**config.mk**
```make
export PLATFORM = sky130hd
export DESIGN_NAME = lcd_mode_scanline_timer_top
export DESIGN_NICKNAME = d
export VERILOG_FILES = /design/src/hw/rtl/lcdt_pkg.sv /design/src/hw/rtl/lcdt_step.sv /design/src/hw/rtl/lcd_mode_scanline_timer_top.sv
export SDC_FILE = /design/constraint.sdc
export NUM_CORES = 1
export LEC_CHECK = 0
export CAP_MARGIN = 20
export CORE_MARGIN = 2
export CORE_UTILIZATION = 35
export CTS_CLUSTER_SIZE = 40
export DETAILED_ROUTE_END_ITERATION = 12
export DONT_BUFFER_PORTS = 1
export PLACE_DENSITY = 0.56
export SYNTH_ARGS = -nofsm -noshare
export SYNTH_HDL_FRONTEND = slang
export SYNTH_SLANG_ARGS = --single-unit
```
**constraint.sdc**
```tcl
create_clock -name clk_i -period 3.65 [get_ports clk_i]
set_input_delay 0.365 -clock clk_i [delete_from_list [all_inputs] [get_ports clk_i]]
set_output_delay 0.365 -clock clk_i [all_outputs]
set_load 0.03 [all_outputs]
```
**src/hw/rtl/lcdt_pkg.sv**
```systemverilog
// ----------------------------------------------------------------------------
// lcdt_pkg
// Shared types and constants for the LCD mode and scan-line timer.
// ----------------------------------------------------------------------------
package lcdt_pkg;

  // Display mode codes
  localparam logic [1:0] MODE_OAM    = 2'd0;
  localparam logic [1:0] MODE_VRAM   = 2'd1;
  localparam logic [1:0] MODE_HBLANK = 2'd2;

  // Line timer thresholds for the end of OAM scan and VRAM scan
  localparam int OAM_END  = 80;
  localparam int VRAM_END = 252;

  // Configuration register indexes
  localparam int          CFG_IDX_W       = 3;
  localparam logic [2:0]  CFG_COMPARE     = 3'd0;
  localparam logic [2:0]  CFG_HBLANK_EN   = 3'd1;
  localparam logic [2:0]  CFG_VBLANK_EN   = 3'd2;
  localparam logic [2:0]  CFG_OAM_EN      = 3'd3;
  localparam logic [2:0]  CFG_MATCH_EN    = 3'd4;

  // Configuration registers
  typedef struct packed {
    logic [7:0] compare_line;
    logic       hblank_irq_enable;
    logic       vblank_irq_enable;
    logic       oam_irq_enable;
    logic       match_irq_enable;
  } lcdt_cfg_t;

  // Timer state carried from one word to the next (line timer kept apart)
  typedef struct packed {
    logic [1:0]  mode;
    logic [7:0]  line;
    logic        match;
    logic        last_status;
    logic [15:0] frames;
  } lcdt_state_t;

  // One result word
  typedef struct packed {
    logic [1:0]  mode;
    logic [7:0]  line;
    logic        line_match;
    logic        status_level;
    logic        lcd_irq;
    logic        vblank_irq;
    logic        render_line;
    logic [7:0]  rendered_line;
    logic [15:0] frame_count;
  } lcdt_res_t;

endpackage

```
**src/hw/rtl/lcdt_step.sv**
```systemverilog
// ----------------------------------------------------------------------------
// lcdt_step
// Next-state logic of the timer: adds the elapsed cycles, runs the mode
// cascade, wraps the line and forms the status and interrupt flags.
// ----------------------------------------------------------------------------
module lcdt_step
  import lcdt_pkg::*;
#(
  parameter int LINE_CYCLES   = 456,
  parameter int VISIBLE_LINES = 144,
  parameter int LAST_LINE     = 153,
  localparam int TIMER_W      = $clog2(LINE_CYCLES)
) (
  input  lcdt_cfg_t            cfg_i,
  input  logic [8:0]           delta_i,
  input  logic [TIMER_W-1:0]   timer_i,
  input  lcdt_state_t          state_i,
  output logic [TIMER_W-1:0]   timer_o,
  output lcdt_state_t          state_o,
  output lcdt_res_t            res_o
);

  // One extra bit holds timer plus delta
  localparam int              SUM_W    = TIMER_W + 1;
  localparam logic [SUM_W-1:0] LC_S    = SUM_W'(LINE_CYCLES);
  localparam logic [SUM_W-1:0] MAXD_S  = SUM_W'(LINE_CYCLES - 1);
  localparam logic [SUM_W-1:0] OAM_S   = SUM_W'(OAM_END);
  localparam logic [SUM_W-1:0] VRAM_S  = SUM_W'(VRAM_END);
  localparam logic [7:0]       VIS_L   = 8'(VISIBLE_LINES);
  localparam logic [7:0]       LAST_L  = 8'(LAST_LINE);

  logic [SUM_W-1:0] delta_c;
  logic [SUM_W-1:0] t;
  logic [1:0]       mode;
  logic [7:0]       line;
  logic             match;
  logic [15:0]      frames;
  logic             status;
  logic             vblank;
  logic             render;
  logic [7:0]       rline;
  logic             wrapped;

  // Clamp so at most one line completes per word
  assign delta_c = (SUM_W'(delta_i) > MAXD_S) ? MAXD_S : SUM_W'(delta_i);

  always_comb begin
    t       = SUM_W'(timer_i) + delta_c;
    mode    = state_i.mode;
    line    = state_i.line;
    match   = state_i.match;
    frames  = state_i.frames;
    status  = 1'b0;
    vblank  = 1'b0;
    render  = 1'b0;
    rline   = 8'd0;
    wrapped = 1'b0;

    // First pass of the mode cascade
    case (state_i.mode)
      MODE_OAM: begin
        if (t < OAM_S) begin
          mode = MODE_OAM;
        end else if (t < VRAM_S) begin
          mode = MODE_VRAM;
        end else begin
          status = cfg_i.hblank_irq_enable;
          if (t < LC_S) mode = MODE_HBLANK;
          else          wrapped = 1'b1;
        end
      end
      MODE_VRAM: begin
        if (t < VRAM_S) begin
          mode = MODE_VRAM;
        end else begin
          status = cfg_i.hblank_irq_enable;
          if (t < LC_S) mode = MODE_HBLANK;
          else          wrapped = 1'b1;
        end
      end
      MODE_HBLANK: begin
        if (t < LC_S) mode = MODE_HBLANK;
        else          wrapped = 1'b1;
      end
      default: begin
        mode = MODE_OAM;
      end
    endcase

    // Line complete: advance the line, then rerun the cascade on the rest
    if (wrapped) begin
      t = t - LC_S;
      if (line < VIS_L) begin
        render = 1'b1;
        rline  = line;
        line   = line + 8'd1;
      end else if (line == VIS_L) begin
        if (cfg_i.vblank_irq_enable) status = 1'b1;
        frames = frames + 16'd1;
        vblank = 1'b1;
        line   = line + 8'd1;
      end else if (line == LAST_L) begin
        line = 8'd0;
      end else begin
        line = line + 8'd1;
      end
      match = (line == cfg_i.compare_line);
      if (match && cfg_i.match_irq_enable) status = 1'b1;
      if (cfg_i.oam_irq_enable) status = 1'b1;

      if (t < OAM_S) begin
        mode = MODE_OAM;
      end else if (t < VRAM_S) begin
        mode = MODE_VRAM;
      end else begin
        mode = MODE_HBLANK;
        if (cfg_i.hblank_irq_enable) status = 1'b1;
      end
    end
  end

  // Outputs
  assign timer_o             = t[TIMER_W-1:0];
  assign state_o.mode        = mode;
  assign state_o.line        = line;
  assign state_o.match       = match;
  assign state_o.last_status = status;
  assign state_o.frames      = frames;

  assign res_o.mode          = mode;
  assign res_o.line          = line;
  assign res_o.line_match    = match;
  assign res_o.status_level  = status;
  assign res_o.lcd_irq       = status & ~state_i.last_status;
  assign res_o.vblank_irq    = vblank;
  assign res_o.render_line   = render;
  assign res_o.rendered_line = rline;
  assign res_o.frame_count   = frames;

endmodule

```
**src/hw/rtl/lcd_mode_scanline_timer_top.sv**
```systemverilog
// ----------------------------------------------------------------------------
// lcd_mode_scanline_timer_top
// LCD mode and scan-line timer: input register, combinational step logic and
// a result register with its own valid.
// ----------------------------------------------------------------------------
// 2 register stages: input register, then result register. One word per cycle
// while the result is not stalled; the step logic forms all next state combinationally.
// A stalled result still leaves the input register free to take one word.
// Reset clears timer, mode, line, flags, frame count and config registers.
module lcd_mode_scanline_timer_top
  import lcdt_pkg::*;
#(
  parameter int LINE_CYCLES   = 456,
  parameter int VISIBLE_LINES = 144,
  parameter int LAST_LINE     = 153
) (
  input  logic                  clk_i,
  input  logic                  rst_ni,
  // configuration write channel
  input  logic                  cfg_valid_i,
  output logic                  cfg_ready_o,
  input  logic [CFG_IDX_W-1:0]  cfg_index_i,
  input  logic [7:0]            cfg_data_i,
  // input channel
  input  logic                  in_valid_i,
  output logic                  in_stall_o,
  input  logic [8:0]            cycles_elapsed_i,
  // output channel
  output logic                  out_valid_o,
  input  logic                  out_stall_i,
  output logic [1:0]            mode_o,
  output logic [7:0]            line_o,
  output logic                  line_match_o,
  output logic                  status_level_o,
  output logic                  lcd_irq_o,
  output logic                  vblank_irq_o,
  output logic                  render_line_o,
  output logic [7:0]            rendered_line_o,
  output logic [15:0]           frame_count_o
);

  localparam int TIMER_W = $clog2(LINE_CYCLES);

  lcdt_cfg_t            cfg_q;
  logic                 in_valid_q;
  logic [8:0]           delta_q;
  logic [TIMER_W-1:0]   timer_q, timer_d;
  lcdt_state_t          state_q, state_d;
  lcdt_res_t            res_q, res_d;
  logic                 out_valid_q;
  logic                 advance;

  // Configuration writes, always ready
  assign cfg_ready_o = 1'b1;

  always_ff @(posedge clk_i or negedge rst_ni) begin
    if (!rst_ni) begin
      cfg_q <= '0;
    end else if (cfg_valid_i) begin
      case (cfg_index_i)
        CFG_COMPARE:   cfg_q.compare_line      <= cfg_data_i;
        CFG_HBLANK_EN: cfg_q.hblank_irq_enable <= cfg_data_i[0];
        CFG_VBLANK_EN: cfg_q.vblank_irq_enable <= cfg_data_i[0];
        CFG_OAM_EN:    cfg_q.oam_irq_enable    <= cfg_data_i[0];
        CFG_MATCH_EN:  cfg_q.match_irq_enable  <= cfg_data_i[0];
        default: ;
      endcase
    end
  end

  // Handshake: the input word moves on when the result register is free
  assign advance    = in_valid_q && (!out_valid_q || !out_stall_i);
  assign in_stall_o = in_valid_q && out_valid_q && out_stall_i;

  // Input register
  always_ff @(posedge clk_i or negedge rst_ni) begin
    if (!rst_ni) begin
      in_valid_q <= 1'b0;
    end else if (!in_stall_o) begin
      in_valid_q <= in_valid_i;
    end
  end

  always_ff @(posedge clk_i) begin
    if (!in_stall_o && in_valid_i) begin
      delta_q <= cycles_elapsed_i;
    end
  end

  // Step logic
  lcdt_step #(
    .LINE_CYCLES   (LINE_CYCLES),
    .VISIBLE_LINES (VISIBLE_LINES),
    .LAST_LINE     (LAST_LINE)
  ) u_step (
    .cfg_i   (cfg_q),
    .delta_i (delta_q),
    .timer_i (timer_q),
    .state_i (state_q),
    .timer_o (timer_d),
    .state_o (state_d),
    .res_o   (res_d)
  );

  // Timer state
  always_ff @(posedge clk_i or negedge rst_ni) begin
    if (!rst_ni) begin
      timer_q            <= '0;
      state_q.mode       <= MODE_OAM;
      state_q.line       <= 8'd0;
      state_q.match      <= 1'b0;
      state_q.last_status <= 1'b0;
      state_q.frames     <= 16'd0;
    end else if (advance) begin
      timer_q <= timer_d;
      state_q <= state_d;
    end
  end

  // Result register
  always_ff @(posedge clk_i or negedge rst_ni) begin
    if (!rst_ni) begin
      out_valid_q <= 1'b0;
    end else if (advance) begin
      out_valid_q <= 1'b1;
    end else if (!out_stall_i) begin
      out_valid_q <= 1'b0;
    end
  end

  always_ff @(posedge clk_i) begin
    if (advance) begin
      res_q <= res_d;
    end
  end

  assign out_valid_o     = out_valid_q;
  assign mode_o          = res_q.mode;
  assign line_o          = res_q.line;
  assign line_match_o    = res_q.line_match;
  assign status_level_o  = res_q.status_level;
  assign lcd_irq_o       = res_q.lcd_irq;
  assign vblank_irq_o    = res_q.vblank_irq;
  assign render_line_o   = res_q.render_line;
  assign rendered_line_o = res_q.rendered_line;
  assign frame_count_o   = res_q.frame_count;

  // Assertions
  a_timer_range: assert property (@(posedge clk_i) disable iff (!rst_ni)
    {1'b0, timer_q} < (TIMER_W + 1)'(LINE_CYCLES))
    else $error("line timer out of range");

  a_mode_legal: assert property (@(posedge clk_i) disable iff (!rst_ni)
    state_q.mode != 2'd3)
    else $error("illegal mode state");

  a_vblank_line: assert property (@(posedge clk_i) disable iff (!rst_ni)
    out_valid_q && res_q.vblank_irq |-> res_q.line == 8'(VISIBLE_LINES + 1))
    else $error("vblank pulse on wrong line");

  a_render_idx: assert property (@(posedge clk_i) disable iff (!rst_ni)
    out_valid_q && !res_q.render_line |-> res_q.rendered_line == 8'd0)
    else $error("rendered line set without render flag");

  a_stall_cause: assert property (@(posedge clk_i) disable iff (!rst_ni)
    in_stall_o |-> out_valid_q && out_stall_i && in_valid_q)
    else $error("input stalled while result register free");

endmodule

```
* Word level (Yosys, flattened, before mapping)
Cells that the tools add are included.
Word-level totals: register bits 99, latch bits 0, RAM bits 0, bits in read-only memories 0, input port bits 25, output and inout bits 42, logic and storage cells 103, memories kept 0
Cells by class: add/subtract/negate cells 4, $mul 0, divide/modulo/power cells 0, order comparisons 7, eq/ne operators 10, shift-type cells 0, multiplexer cells 38, bitwise operators 3, reduce and logical (&&, ||, !) cells 18
Operators with widths (number):
- 16-bit 2-to-1 mux | 3
- 8-bit 2-to-1 mux | 5
- 10-bit by 7-bit less-than comparator with 1-bit output (second input constant) | 2
- 10-bit by 8-bit less-than comparator with 1-bit output (second input constant) | 2
- 1-bit 2-to-1 mux | 19
- 9-bit 2-to-1 mux | 2
- 16-bit by 1-bit adder with 16-bit output (second input constant) | 1
- 8-bit equality test (second input constant) | 2
- 2-bit 2-to-1 mux | 6
- 2-bit AND reduction | 6
- 9-bit by 9-bit adder with 10-bit output | 1
- 10-bit by 9-bit less-than comparator with 1-bit output (second input constant) | 1
- 10-bit by 9-bit subtractor with 10-bit output (second input constant) | 1
- 9-bit greater-than comparator (second input constant) | 1
- 8-bit by 1-bit adder with 8-bit output (second input constant) | 1
- 8-bit equality test | 1
- 8-bit less-than comparator (second input constant) | 1
- 3-bit by 2-bit equality test with 1-bit output (second input constant) | 2
- 2-bit case mux with 3 select lines | 1
- 1-bit logical AND | 5
- 3-bit by 1-bit equality test with 1-bit output (second input constant) | 1
- 3-bit equality test (second input constant) | 1
- 1-bit zero test | 3
- 3-bit zero test | 1
- 10 further kinds | 11

* Longest topological paths before layout
Gate-level depths: netlist of run 1.
depth after elaboration 18, gate-level depth with buffers 17, gate-level depth less buffers 17

* Hierarchy
From an unflattened synthesis of run 1, not the netlist that was laid out.
Second synthesis, totals: cell total of the unflattened synthesis 464, area total of the unflattened synthesis 5489.0 um2
By module, submodules not included:
- lcd_mode_scanline_timer_top | instances 1, cells each 165, area an instance 3412.0 um2, seq. area each 2717.6 um2
- lcdt_step | instances 1, cells each 299, area an instance 2077.0 um2, seq. area each 0.0 um2

* Worst setup path after synthesis of run 1
No wires, ideal clock.
path kind reg2reg, start point register delta_q[6], end point register state_q[16] (netlist name), setup time 0.125 ns, arrival 3.364 ns, data required time 3.525 ns, setup slack 0.161 ns, stages on the path, launching flop included 18, path buffers 0, period minus slack after synthesis 3.489 ns, cell sequence edfxtp_1 -> nand3_1 -> nor2_1 -> or2_2 -> ha_1 -> inv_1 -> fa_1 -> nor2b_1 -> o22a_1 -> xor2_1 -> inv_1 -> ha_1 -> and2_1 -> a32oi_1 -> nor4b_1 -> a211oi_2 -> o21ai_1 -> mux2_2
RTL lines:
- start: declaration | RTL line lcd_mode_scanline_timer_top.sv:46 | logic [8:0] delta_q;
- start signal: assignment | RTL line lcd_mode_scanline_timer_top.sv:86 | delta_q <= cycles_elapsed_i;
- end signal: assignment | RTL line lcd_mode_scanline_timer_top.sv:116 | state_q <= state_d;
- end: declaration | RTL line lcd_mode_scanline_timer_top.sv:48 | lcdt_state_t state_q, state_d;

==> flow_summary.yaml, run 1 <==
detailed_routing:
  vias: 3505
  via_per_inst: 5.15
  wl_um: 10600
  dr.first_iter.drc_count: 338
  wl_per_cell_um: 15.5
  drt_pass1_iterations: 4
  drc: 0
  drtAntennaViolNets: 0
worst_setup_path:
  cp_num_buf_inv: 3
  cp_data_required_time_ns: 3.90
  reg2reg_depth: 15
  r2r-start: "delta_q[5]$_DFFE_PP_"
  cpLargestDelayFamily: "compound AO/OA/AOI/OAI gates"
  endpoint: "state_q[21]$_DFFE_PN0P_"
  path_common_cell: "buf_4"
  path_cells: "nor3_2 -> nor2_2 -> or2_2 -> ha_1 -> buf_4 -> a211oi_4 -> o211ai_2 -> buf_4 -> a21o_1 -> a21o_1 -> o21bai_4 -> and2_4 -> buf_4 -> a22o_1 -> mux2_2"
  slowest_stage: "edfxtp_1"
  crit_cells: 15
  reg2reg_to: "state_q[21]$_DFFE_PN0P_"
  crit_path_start_kind: "register"
  cp_data_arrival_time_ns: 3.75
  cp_max_fo: 7
  critPathCaptureType: "register"
  crit_start: "delta_q[5]$_DFFE_PP_"
  rrSetupSlack_ns: 0.15
  crit_type: "reg -> reg"
  crit_path_max_incr_delay_ns: 0.39
layout:
  layout.cells.non_filler: 680
  antenna_cells: 0
  synthToLayoutAreaGrowth_pct: 14.4
  layout-drive-gt1-share_pct: 21.4
  final_nets: 531
  design_area_mm2: 0.00600
floorplanning:
  start_util_pct: 36.0
  coreArea_mm2: 0.0146
  io_pins: 67
  placementRows: 44
  die_y_um: 126
  dieArea_mm2: 0.0160
  fp.dieW_um: 126
synthesis:
  yosys_warnings: 0
  netlist_instances: 474
  syn_area_per_cell_um2: 11.1
  ys_types: 67
  synth_seq_cells: 99
  synthArstFlopShare_pct: 51.5
  ys.flop_type: "dfrtp_1"
  synth_area_mm2: 0.00525
  yosysSeqAreaShare_pct: 51.8
  syn_nets: 514
  synth_edf_count: 48
sta:
  fmax_mhz: 285
  fin_skew_ns: 0.00846
  tns_ns: 0
  setup_viol: 0
  fin_crit_sh_pct: 96.0
  finalHoldViolCount: 0
  relSlewSlack_pct: 37.0
  slew_violations: 0
  holdWs_ns: 0.104
  rsz0062_at_grt: "true"
  max_slew.worst_pin.slew_ns: 0.942
  fin_crit_ns: 3.50
pwr:
  intPower_uw: 2900
  seq_power_share_pct: 35.7
  switching_power_uw: 1990
  p_clk_share_pct: 19.3
  p_total_uw: 4890
  p_comb_share_pct: 45.0
  p_per_area_mw_per_mm2: 815
  p_sw_share_pct: 40.7
  p_leak_uw: 0.00246
  ir_drop_mv: 0.452
cts:
  ctsLongestPathBuffers: 2
  htreeDepth: 3
  path_clk_slew_ns: 0.07
  root_buffer: "clkbuf_16"
  clk_latency_ns: 0.36
  numClockSinks: 99
  cts_buffers: 9
  tritoncts: "built"
status:
  status: "finished, final reports clean"
run:
  max-cap-violations: 0
global_route:
  track_usage_pct: 13.7
  overflow: 0
  antenna_found_initial: 0
  grt_pass1_vias: 3438
  grt_max_degree: 52
  grt_pass1_wl_um: 17500
place:
  portBuffers: 0
  dp_hpwl_um: 7410
  placed_cells: 652
  gp_congestion: 0.840
  postPlaceCellArea_mm2: 0.00549
min_path:
  hold_path.class: "in -> reg"
cell usage after synthesis, types with 9 or more instances:
master | instances | area [µm²]
dfrtp_1 | 51 | 1280
nand2_1 | 50 | 188
edfxtp_1 | 48 | 1440
nor2_1 | 34 | 128
xor2_1 | 28 | 245
xnor2_1 | 27 | 236
mux2_2 | 22 | 248
o21ai_0 | 20 | 100
inv_1 | 18 | 67.6
nor3_1 | 16 | 80.1
ha_1 | 14 | 175
nand3_1 | 13 | 65.1
a21oi_1 | 12 | 60.1
and2_1 | 11 | 68.8
clkbuf_1 | 10 | 37.5
and3_1 | 9 | 56.3
metrics by stage:
step	worst slack (ns)	utilization (%)
final	0.147	41.1
after global routing	-0.0915	41.1
after CTS	0.0438	40.0
after detailed placement	-0.0677	37.6
after global placement	0.0753	37.6
after floorplan	0.161	-
registers in the layout (all words and copies together) (netlist names):
register and count:
mode_o 2, frame_count_o 16, delta_q 9, vblank_irq_o 1, in_valid_q 1, cfg_q 12
out_valid_o 1, timer_q 9, lcd_irq_o 1, state_q 28, rendered_line_o 8, line_match_o 1
render_line_o 1, status_level_o 1, line_o 8
area by class of cell:
type,instances,area (µm²)
fill,1366,8590
sequential,99,2720
multi-input combinational,339,2490
tap,184,230
clock buffer,9,225
timing repair buffer,23,195
clock inverter,7,72.6
inverter,19,71.3
power groups by stage:
stage          combinational (µW)  sequential, µW  clock, µW
2_1_floorplan                1550            1680          0
3_3_place_gp                 1910            1770          0
3_5_place_dp                 1940            1770          0
4_1_cts                      1990            1750        981
5_1_grt                      2460            1780       1010
6_report                     2200            1740        946
metal layers:
| layer | vias up | track usage, % | wire (µm) |
|---|---|---|---|
| met5 | - | 0 | 0 |
| met4 | 0 | 4.65 | 179 |
| met3 | 16 | 4.13 | 553 |
| met2 | 92 | 20.5 | 4690 |
| met1 | 1684 | 19.1 | 5130 |
| li1 | 1713 | - | - |
cells in the final DEF (no fill, tap or decap), types with 4 or more instances in the layout:
cell / instances
nor3_2: 9
or3_1: 4
edfxtp_1: 48
mux2_2: 22
nand4_1: 5
nor2_1: 33
dfrtp_1: 51
and3_1: 9
nor3_1: 12
xor2_1: 27
a21oi_1: 12
nand3_1: 12
o21ai_0: 20
and2_1: 10
buf_4: 21
clkbuf_16: 9
nand2_1: 49
or2_2: 5
inv_1: 18
ha_1: 11
xnor2_1: 26
worst register-to-register path, cell delays in order (launching register included):
cell and delay (ns):
edfxtp_1 0.39, nor3_2 0.21, nor2_2 0.05, or2_2 0.27, ha_1 0.19, buf_4 0.14, a211oi_4 0.34, o211ai_2 0.17
buf_4 0.17, a21o_1 0.14, a21o_1 0.24, o21bai_4 0.22, and2_4 0.22, buf_4 0.16, a22o_1 0.22, mux2_2 0.26
how the worst min path moves through the flow:
stage                                    from                endpoint  slack [ns]  depth (start not counted)
final                     cycles_elapsed_i[1]    delta_q[1]$_DFFE_PP_        0.10                          0
after global routing      cycles_elapsed_i[1]    delta_q[1]$_DFFE_PP_        0.09                          0
after CTS                 cycles_elapsed_i[1]    delta_q[1]$_DFFE_PP_        0.09                          0
after detailed placement               rst_ni  state_q[6]$_DFFE_PN0P_        0.07                          0
after global placement                 rst_ni  state_q[8]$_DFFE_PN0P_        0.07                          0
after floorplan                        rst_ni    cfg_q[0]$_DFFE_PN0P_        0.07                          0
cell families (layout without fill, tap and decap cells):
logic type	after synthesis	in the layout	synth area share, %
AND/OR/NAND/NOR	172	173	17.0
flip-flops	99	99	51.8
AO/OA/AOI/OAI	73	73	10.5
XOR/XNOR	55	55	9.18
buffers and inverters	37	58	2.98
multiplexers	22	22	4.72
adder cells (fa/ha/maj)	15	15	3.72
other	1	1	0.0715
repair_timing:
action / 4_1_cts / 5_1_grt
setup endpoints to repair: 7 / 58
pin swaps: 0 / 14
resized for setup: 2 / 19
hold buffers: 2 / 0
hold endpoints to repair: 51 / 0
cloned: 0 / 1
setup buffers: 0 / 9
Power figures use the tool's default switching activity.
==> run 2, diff against run 1 <==
CORE_ASPECT_RATIO = 0.6   (was default)
SLEW_MARGIN = 20   (was default)
==> run 2 against run 1 <==
  * Critical path depth rose by 1
  * Sequential power barely moved
  * Count of clock-buffer cells in the layout rose by 1
  * Via count rose by 1.5%
  * Non-clock buffer count rose by 5
  * Register-to-register slack improved by 0.02 ns
  * Maximum frequency rose by 0.67%
  * Routed wire length rose by 10%
  * Largest power group unchanged
==> flow_summary.yaml, run 2 (synthesis gave the netlist of run 1 again) <==
place:
  placed_cells: 674
  portBuffers: 0
  gp_congestion: 0.888
  dp_hpwl_um: 8260
  postPlaceCellArea_mm2: 0.00556
cts:
  numClockSinks: 99
  clk_latency_ns: 0.35
  ctsLongestPathBuffers: 2
  cts_buffers: 9
  htreeDepth: 3
  path_clk_slew_ns: 0.07
  root_buffer: "clkbuf_16"
  tritoncts: "built"
global_route:
  antenna_found_initial: 0
  grt_pass1_wl_um: 18800
  grt_most_used_layer: "met1"
  grt.met3_usage_pct: 4.21
  use_met2_pct: 21.5
  grt_max_degree: 55
  overflow: 0
  use_met1_pct: 22.8
  track_usage_pct: 15.2
  grt_pass1_vias: 3434
detailed_routing:
  wl_um: 11600
  vias: 3558
  wl_per_cell_um: 16.6
  drt_pass1_iterations: 4
  drtAntennaViolNets: 0
  dr.first_iter.drc_count: 280
  drc: 0
  via_per_inst: 5.10
layout:
  synthToLayoutAreaGrowth_pct: 16.2
  final_nets: 535
  largest-register: "state_q"
  largest_register_ffs: 28
  final_cell_mix: "dfrtp_1 (51), nand2_1 (50), edfxtp_1 (48)"
  layout-drive-gt1-share_pct: 21.6
  final_common_cell: "dfrtp_1"
  design_area_mm2: 0.00609
  layout.cells.non_filler: 698
  antenna_cells: 0
floorplanning:
  coreArea_mm2: 0.0145
  io_pins: 67
  placementRows: 34
  fp.dieW_um: 162
  start_util_pct: 36.1
  dieArea_mm2: 0.0160
  die_y_um: 98.8
sta:
  fin_skew_ns: 0.00924
  max_slew.worst_pin.slew_ns: 0.692
  setup_viol: 0
  finalHoldViolCount: 0
  fin_crit_sh_pct: 95.3
  slew_violations: 0
  fmax_mhz: 287
  relSlewSlack_pct: 53.9
  fin_crit_ns: 3.48
run:
  max-cap-violations: 0
pwr:
  seq_power_share_pct: 33.2
  p_clk_share_pct: 20.8
  p_comb_share_pct: 45.9
  switching_power_uw: 2070
  ir_drop_mv: 0.355
  p_per_area_mw_per_mm2: 866
  p_leak_uw: 0.00250
  p_total_uw: 5280
  intPower_uw: 3210
  p_sw_share_pct: 39.2
min_path:
  hold_path.class: "in -> reg"
  holdPathStages: 0
worst_setup_path:
  cp_data_required_time_ns: 3.88
  crit_path_start_kind: "register"
  cp_data_arrival_time_ns: 3.71
  critPathCaptureType: "register"
  reg2reg_depth: 16
  cp_max_fo: 6
  crit_type: "reg -> reg"
status:
  status: "finished, final reports clean"
## run 2: metal layers
layer	wire length, µm	part of all wire [%]	up-vias
li1	-	-	1737
met5	0	0	-
met4	114	0.98	0
met2	4840	42	89
met1	6090	52	1724
met3	559	4.8	8
## run 2: final cells by class
type                    count  area (µm²)
fillers                  1395        8460
flip-flops and latches     99        2720
multi-input cells         338        2480
well taps                 198         248
repair buffers             28         233
clock buffers              10         229
clock inverters             6         111
inverters                  19        71.3
## run 2: power by group through the flow
stage | registers (µW) | clock network (µW) | logic, µW
finish | 1750 | 1100 | 2420
detailed placement | 1770 | 0 | 2100
CTS | 1750 | 1140 | 2160
global placement | 1770 | 0 | 2070
floorplan | 1680 | 0 | 1550
global route | 1780 | 1180 | 2660
## run 2: timing repair
item / in CTS / in global routing
pin swaps: 5 / 14
buffers inserted: 1 / 5
hold buffers: 2 / 0
cloned: 0 / 0
gates resized for setup: 4 / 22
setup endpoints to repair: 3 / 44
endpoints found under the hold margin: 51 / 0
## run 2: final timing paths
| path | to | from | slack (ns) |
|---|---|---|---|
| worst max register to register | state_q[16]$_DFFE_PN0P_ | delta_q[5]$_DFFE_PP_ | 0.17 |
| worst max-delay path | state_q[16]$_DFFE_PN0P_ | delta_q[5]$_DFFE_PP_ | 0.17 |
| max in group asynchronous | state_q[0]$_DFFE_PN0P_ | rst_ni | 2.87 |
| min in group asynchronous | state_q[17]$_DFFE_PN0P_ | rst_ni | 0.54 |
| worst min-delay path | delta_q[2]$_DFFE_PP_ | cycles_elapsed_i[2] | 0.11 |
| worst min register to register | out_valid_o$_DFFE_PN0P_ | in_valid_q$_DFFE_PN0N_ | 0.50 |
## run 2: through the flow
step | TNS (ns) | hold WS, ns | utilization, % | worst slack (ns)
after floorplan | 0 | 0.0694 | - | 0.161
final | 0 | 0.112 | 41.9 | 0.170
after CTS | 0 | 0.0955 | 41.0 | 0.0218
after global routing | -0.117 | 0.0941 | 41.9 | -0.0276
after global placement | 0 | 0.0706 | 38.2 | 0.0894
after detailed placement | -0.0270 | 0.0709 | 38.2 | -0.0152
## run 2: critical path, stage by stage (launching register included)
cell	delay (ns)
edfxtp_1	0.40
nor3_2	0.20
nor2_2	0.07
or2_4	0.24
ha_4	0.17
buf_4	0.14
a211oi_4	0.36
o211ai_2	0.18
a211oi_4	0.31
o2111ai_4	0.16
buf_4	0.19
nor3_2	0.15
a21oi_1	0.07
a211oi_2	0.22
buf_4	0.16
o21ai_2	0.07
mux2_2	0.27
==> run 3, diff against run 2 <==
SYNTH_HIERARCHICAL = 1   (was default)
==> run 3 against run 2 <==
  * The run now ends with setup timing left
  * Global-route usage is 1.2 points lower
  * Die area is 4.5% higher
  * Synthesized area is 4.7% higher
  * Critical path depth is 1 lower
  * Cell area is 2.7% higher
  * Synthesized cell count is 2.1% lower
  * First-iteration DRC count is 20% lower
  * Routed wire length is 0.81% lower
  * Maximum frequency is 5.8% lower
  * Combinational power is 12% higher
  * Non-clock buffer count is 11 higher
==> flow_summary.yaml, run 3 <==
place:
  dp_hpwl_um: 7860
  gp_congestion: 0.836
  portBuffers: 0
pwr:
  p_comb_share_pct: 49.7
  p_total_uw: 5480
  p_per_area_mw_per_mm2: 875
  p_leak_uw: 0.00249
  p_clk_share_pct: 17.3
  seq_power_share_pct: 33.0
  switching_power_uw: 2200
  intPower_uw: 3270
  p_sw_share_pct: 40.3
  ir_drop_mv: 0.344
synthesis:
  ys_top_cells_by_count: "dfrtp_1 (51), mux2_2 (50), edfxtp_1 (48)"
  ys_types: 70
  yosys.area.top_type: "edfxtp_1"
  synth_compound_area_share_pct: 8.68
  synth_seq_cells: 99
  synth_top_family_by_area: "simple AND/OR/NAND/NOR gates"
  synth_mux_area_share_pct: 10.8
  yosysMostFrequentCell: "dfrtp_1"
  syn_area_per_cell_um2: 11.8
  yosys_warnings: 6
  synthArstFlopShare_pct: 51.5
  syn_nets: 504
  synthTopCellsByArea: "edfxtp_1 (26%), dfrtp_1 (23%), mux2_2 (10%)"
  synth_top_area_share_pct: 26.3
  synth_xor_area_share_pct: 5.86
  netlist_instances: 464
  yosysSeqAreaShare_pct: 49.5
  synthSimpleGateAreaFrac_pct: 14.5
  synth_area_mm2: 0.00549
  synth_edf_count: 48
  ys.flop_type: "dfrtp_1"
  synthAdderAreaFrac_pct: 3.56
worst_setup_path:
  r2r-start: "delta_q[3]$_DFFE_PP_"
  cpLargestDelayFamily: "compound AO/OA/AOI/OAI gates"
  cp_max_fo: 4
  cp_data_required_time_ns: 3.88
  crit_path_max_incr_delay_ns: 0.50
  crit_path_start_kind: "register"
  rrSetupSlack_ns: -0.04
  crit_type: "reg -> reg"
  cp_data_arrival_time_ns: 3.92
  cp_num_buf_inv: 1
  path_cells: "nor3_2 -> nor2_2 -> or2_4 -> ha_4 -> inv_2 -> fa_2 -> nor2b_4 -> o2111a_1 -> o31a_1 -> o211ai_1 -> a32oi_1 -> or4b_1 -> and3_4 -> a32o_1 -> mux2_2"
  slowest_stage: "or4b_1"
  reg2reg_to: "state_q[26]$_DFFE_PN0P_"
  critPathCaptureType: "register"
  reg2reg_depth: 15
layout:
  final_common_cell: "dfrtp_1"
  n_fill_cell: 1464
  synthToLayoutAreaGrowth_pct: 14.0
  utilization_pct: 40.8
  largest_register_ffs: 28
  antenna_cells: 0
  largest-register: "state_q"
  final_cell_mix: "dfrtp_1 (51), mux2_2 (48), edfxtp_1 (48)"
  layout-drive-gt1-share_pct: 31.9
  final_nets: 505
detailed_routing:
  wl_um: 11500
  via_per_inst: 5.19
  drc: 0
  dr.first_iter.drc_count: 225
  vias: 3494
  wl_per_cell_um: 17.1
  drtAntennaViolNets: 0
  drt_pass1_iterations: 5
global_route:
  grt_pass1_wl_um: 18500
  grt_most_used_layer: "met2"
  antenna_found_initial: 0
  grt_pass1_vias: 3423
  grt.met3_usage_pct: 4.59
  overflow: 0
  use_met1_pct: 20.1
  use_met2_pct: 20.6
  track_usage_pct: 14.0
  grt_max_degree: 77
min_path:
  hold_path.class: "in -> reg"
  worstHoldStart: "cycles_elapsed_i[4]"
  holdPathStages: 0
  whs_endpoint: "delta_q[4]$_DFFE_PP_"
cts:
  htreeDepth: 3
  ctsLongestPathBuffers: 2
  numClockSinks: 99
  clk_latency_ns: 0.35
  path_clk_slew_ns: 0.08
  tritoncts: "built"
  root_buffer: "clkbuf_16"
  cts_buffers: 9
run:
  max-cap-violations: 0
floorplanning:
  coreArea_mm2: 0.0153
  start_util_pct: 35.8
  io_pins: 67
  die_y_um: 101
  dieArea_mm2: 0.0167
  fp.dieW_um: 166
  placementRows: 35
sta:
  fin_skew_ns: 0.00934
  fin_crit_ns: 3.69
  finalWorstSetupSlack_ns: -0.0441
  fmax_mhz: 271
  max_slew.worst_pin.slew_ns: 0.697
  slew_violations: 0
  tns_ns: -0.0441
  setup_viol: 1
  relSlewSlack_pct: 53.3
  fin_crit_sh_pct: 101
  finalHoldViolCount: 0
  rsz0062_at_grt: "true"
status:
  violations: "setup timing"
  status: "finished, violations left"
## run 3: cell count changes in the layout (fill, tap and decap cells not counted), moves of 5 or more
cell / delta
mux2_2: +26
nand2_1: -25
xor2_1: -21
nor2_1: -12
nor3_1: -8
o21ai_0: -7
nand3_1: +6
nor3_2: -6
a21oi_1: -5
and3_1: -5
buf_4: +5
nand4_1: +5
## run 3: cell families (layout without fill, tap and decap cells)
kind of cell / Yosys count / in the layout
other: 1 / 1
and+or+nand+nor: 135 / 135
buffers and inverters: 65 / 71
xor gates and xnor gates: 35 / 35
adders and majority gates: 15 / 15
AOI/OAI and AO/OA: 61 / 61
DFF: 99 / 99
muxes: 53 / 53
## run 3: layout make-up
cell class,count,area (µm²),share of cell area (%)
Inverter,16,60.1,0.960
Timing Repair Buffer,39,378,6.04
Clock inverter,6,55.1,0.880
Multi-Input combinational cell,300,2550,40.8
Clock buffer,10,239,3.82
Tap cell,203,254,4.06
Sequential cell,99,2720,43.4
## run 3: stage by stage
stage / instance area [µm²] / setup WS [ns] / hold slack, ns / std cells
floorplan: 5530 / -0.00788 / 0.0694 / 464
global placement: 5690 / -0.113 / 0.0713 / 643
detailed placement: 5690 / -0.172 / 0.0711 / 643
CTS: 6070 / -0.0693 / 0.0919 / 662
global route: 6260 / -0.216 / 0.0915 / 673
finish: 6260 / -0.0441 / 0.107 / 673
## run 3: how the worst max path moves through the flow
stage                     slack (ns)                       to                 start  cells after the start
final                          -0.04  state_q[26]$_DFFE_PN0P_  delta_q[3]$_DFFE_PP_                     15
after global routing           -0.22  state_q[26]$_DFFE_PN0P_  delta_q[3]$_DFFE_PP_                     15
after CTS                      -0.07  state_q[26]$_DFFE_PN0P_  delta_q[5]$_DFFE_PP_                     14
after detailed placement       -0.17  state_q[26]$_DFFE_PN0P_  delta_q[5]$_DFFE_PP_                     14
after global placement         -0.11  state_q[26]$_DFFE_PN0P_  delta_q[5]$_DFFE_PP_                     14
after floorplan               -0.008  state_q[26]$_DFFE_PN0P_  delta_q[5]$_DFFE_PP_                     16
## run 3: per-layer routing
metal  share of wire [%]  vias up
met5                   0        -
li1                    -     1663
met3                 7.2       14
met1                  50     1702
met2                  42      115
met4                0.81        0
## run 3: timing repair
| item | CTS | global route |
|---|---|---|
| buffers inserted | 1 | 10 |
| pin swaps | 2 | 16 |
| hold buffers | 2 | 0 |
| gates resized for setup | 5 | 19 |
| hold endpoints to repair | 51 | 0 |
| endpoints found under the setup margin | 13 | 42 |
| cloned | 0 | 1 |
## run 3: power by group through the flow
stage / clock, µW / sequential, µW / combinational (µW)
floorplan: 0 / 1730 / 1970
global placement: 0 / 1820 / 2400
detailed placement: 0 / 1830 / 2440
CTS: 981 / 1810 / 2540
global route: 1030 / 1840 / 2990
finish: 948 / 1810 / 2720
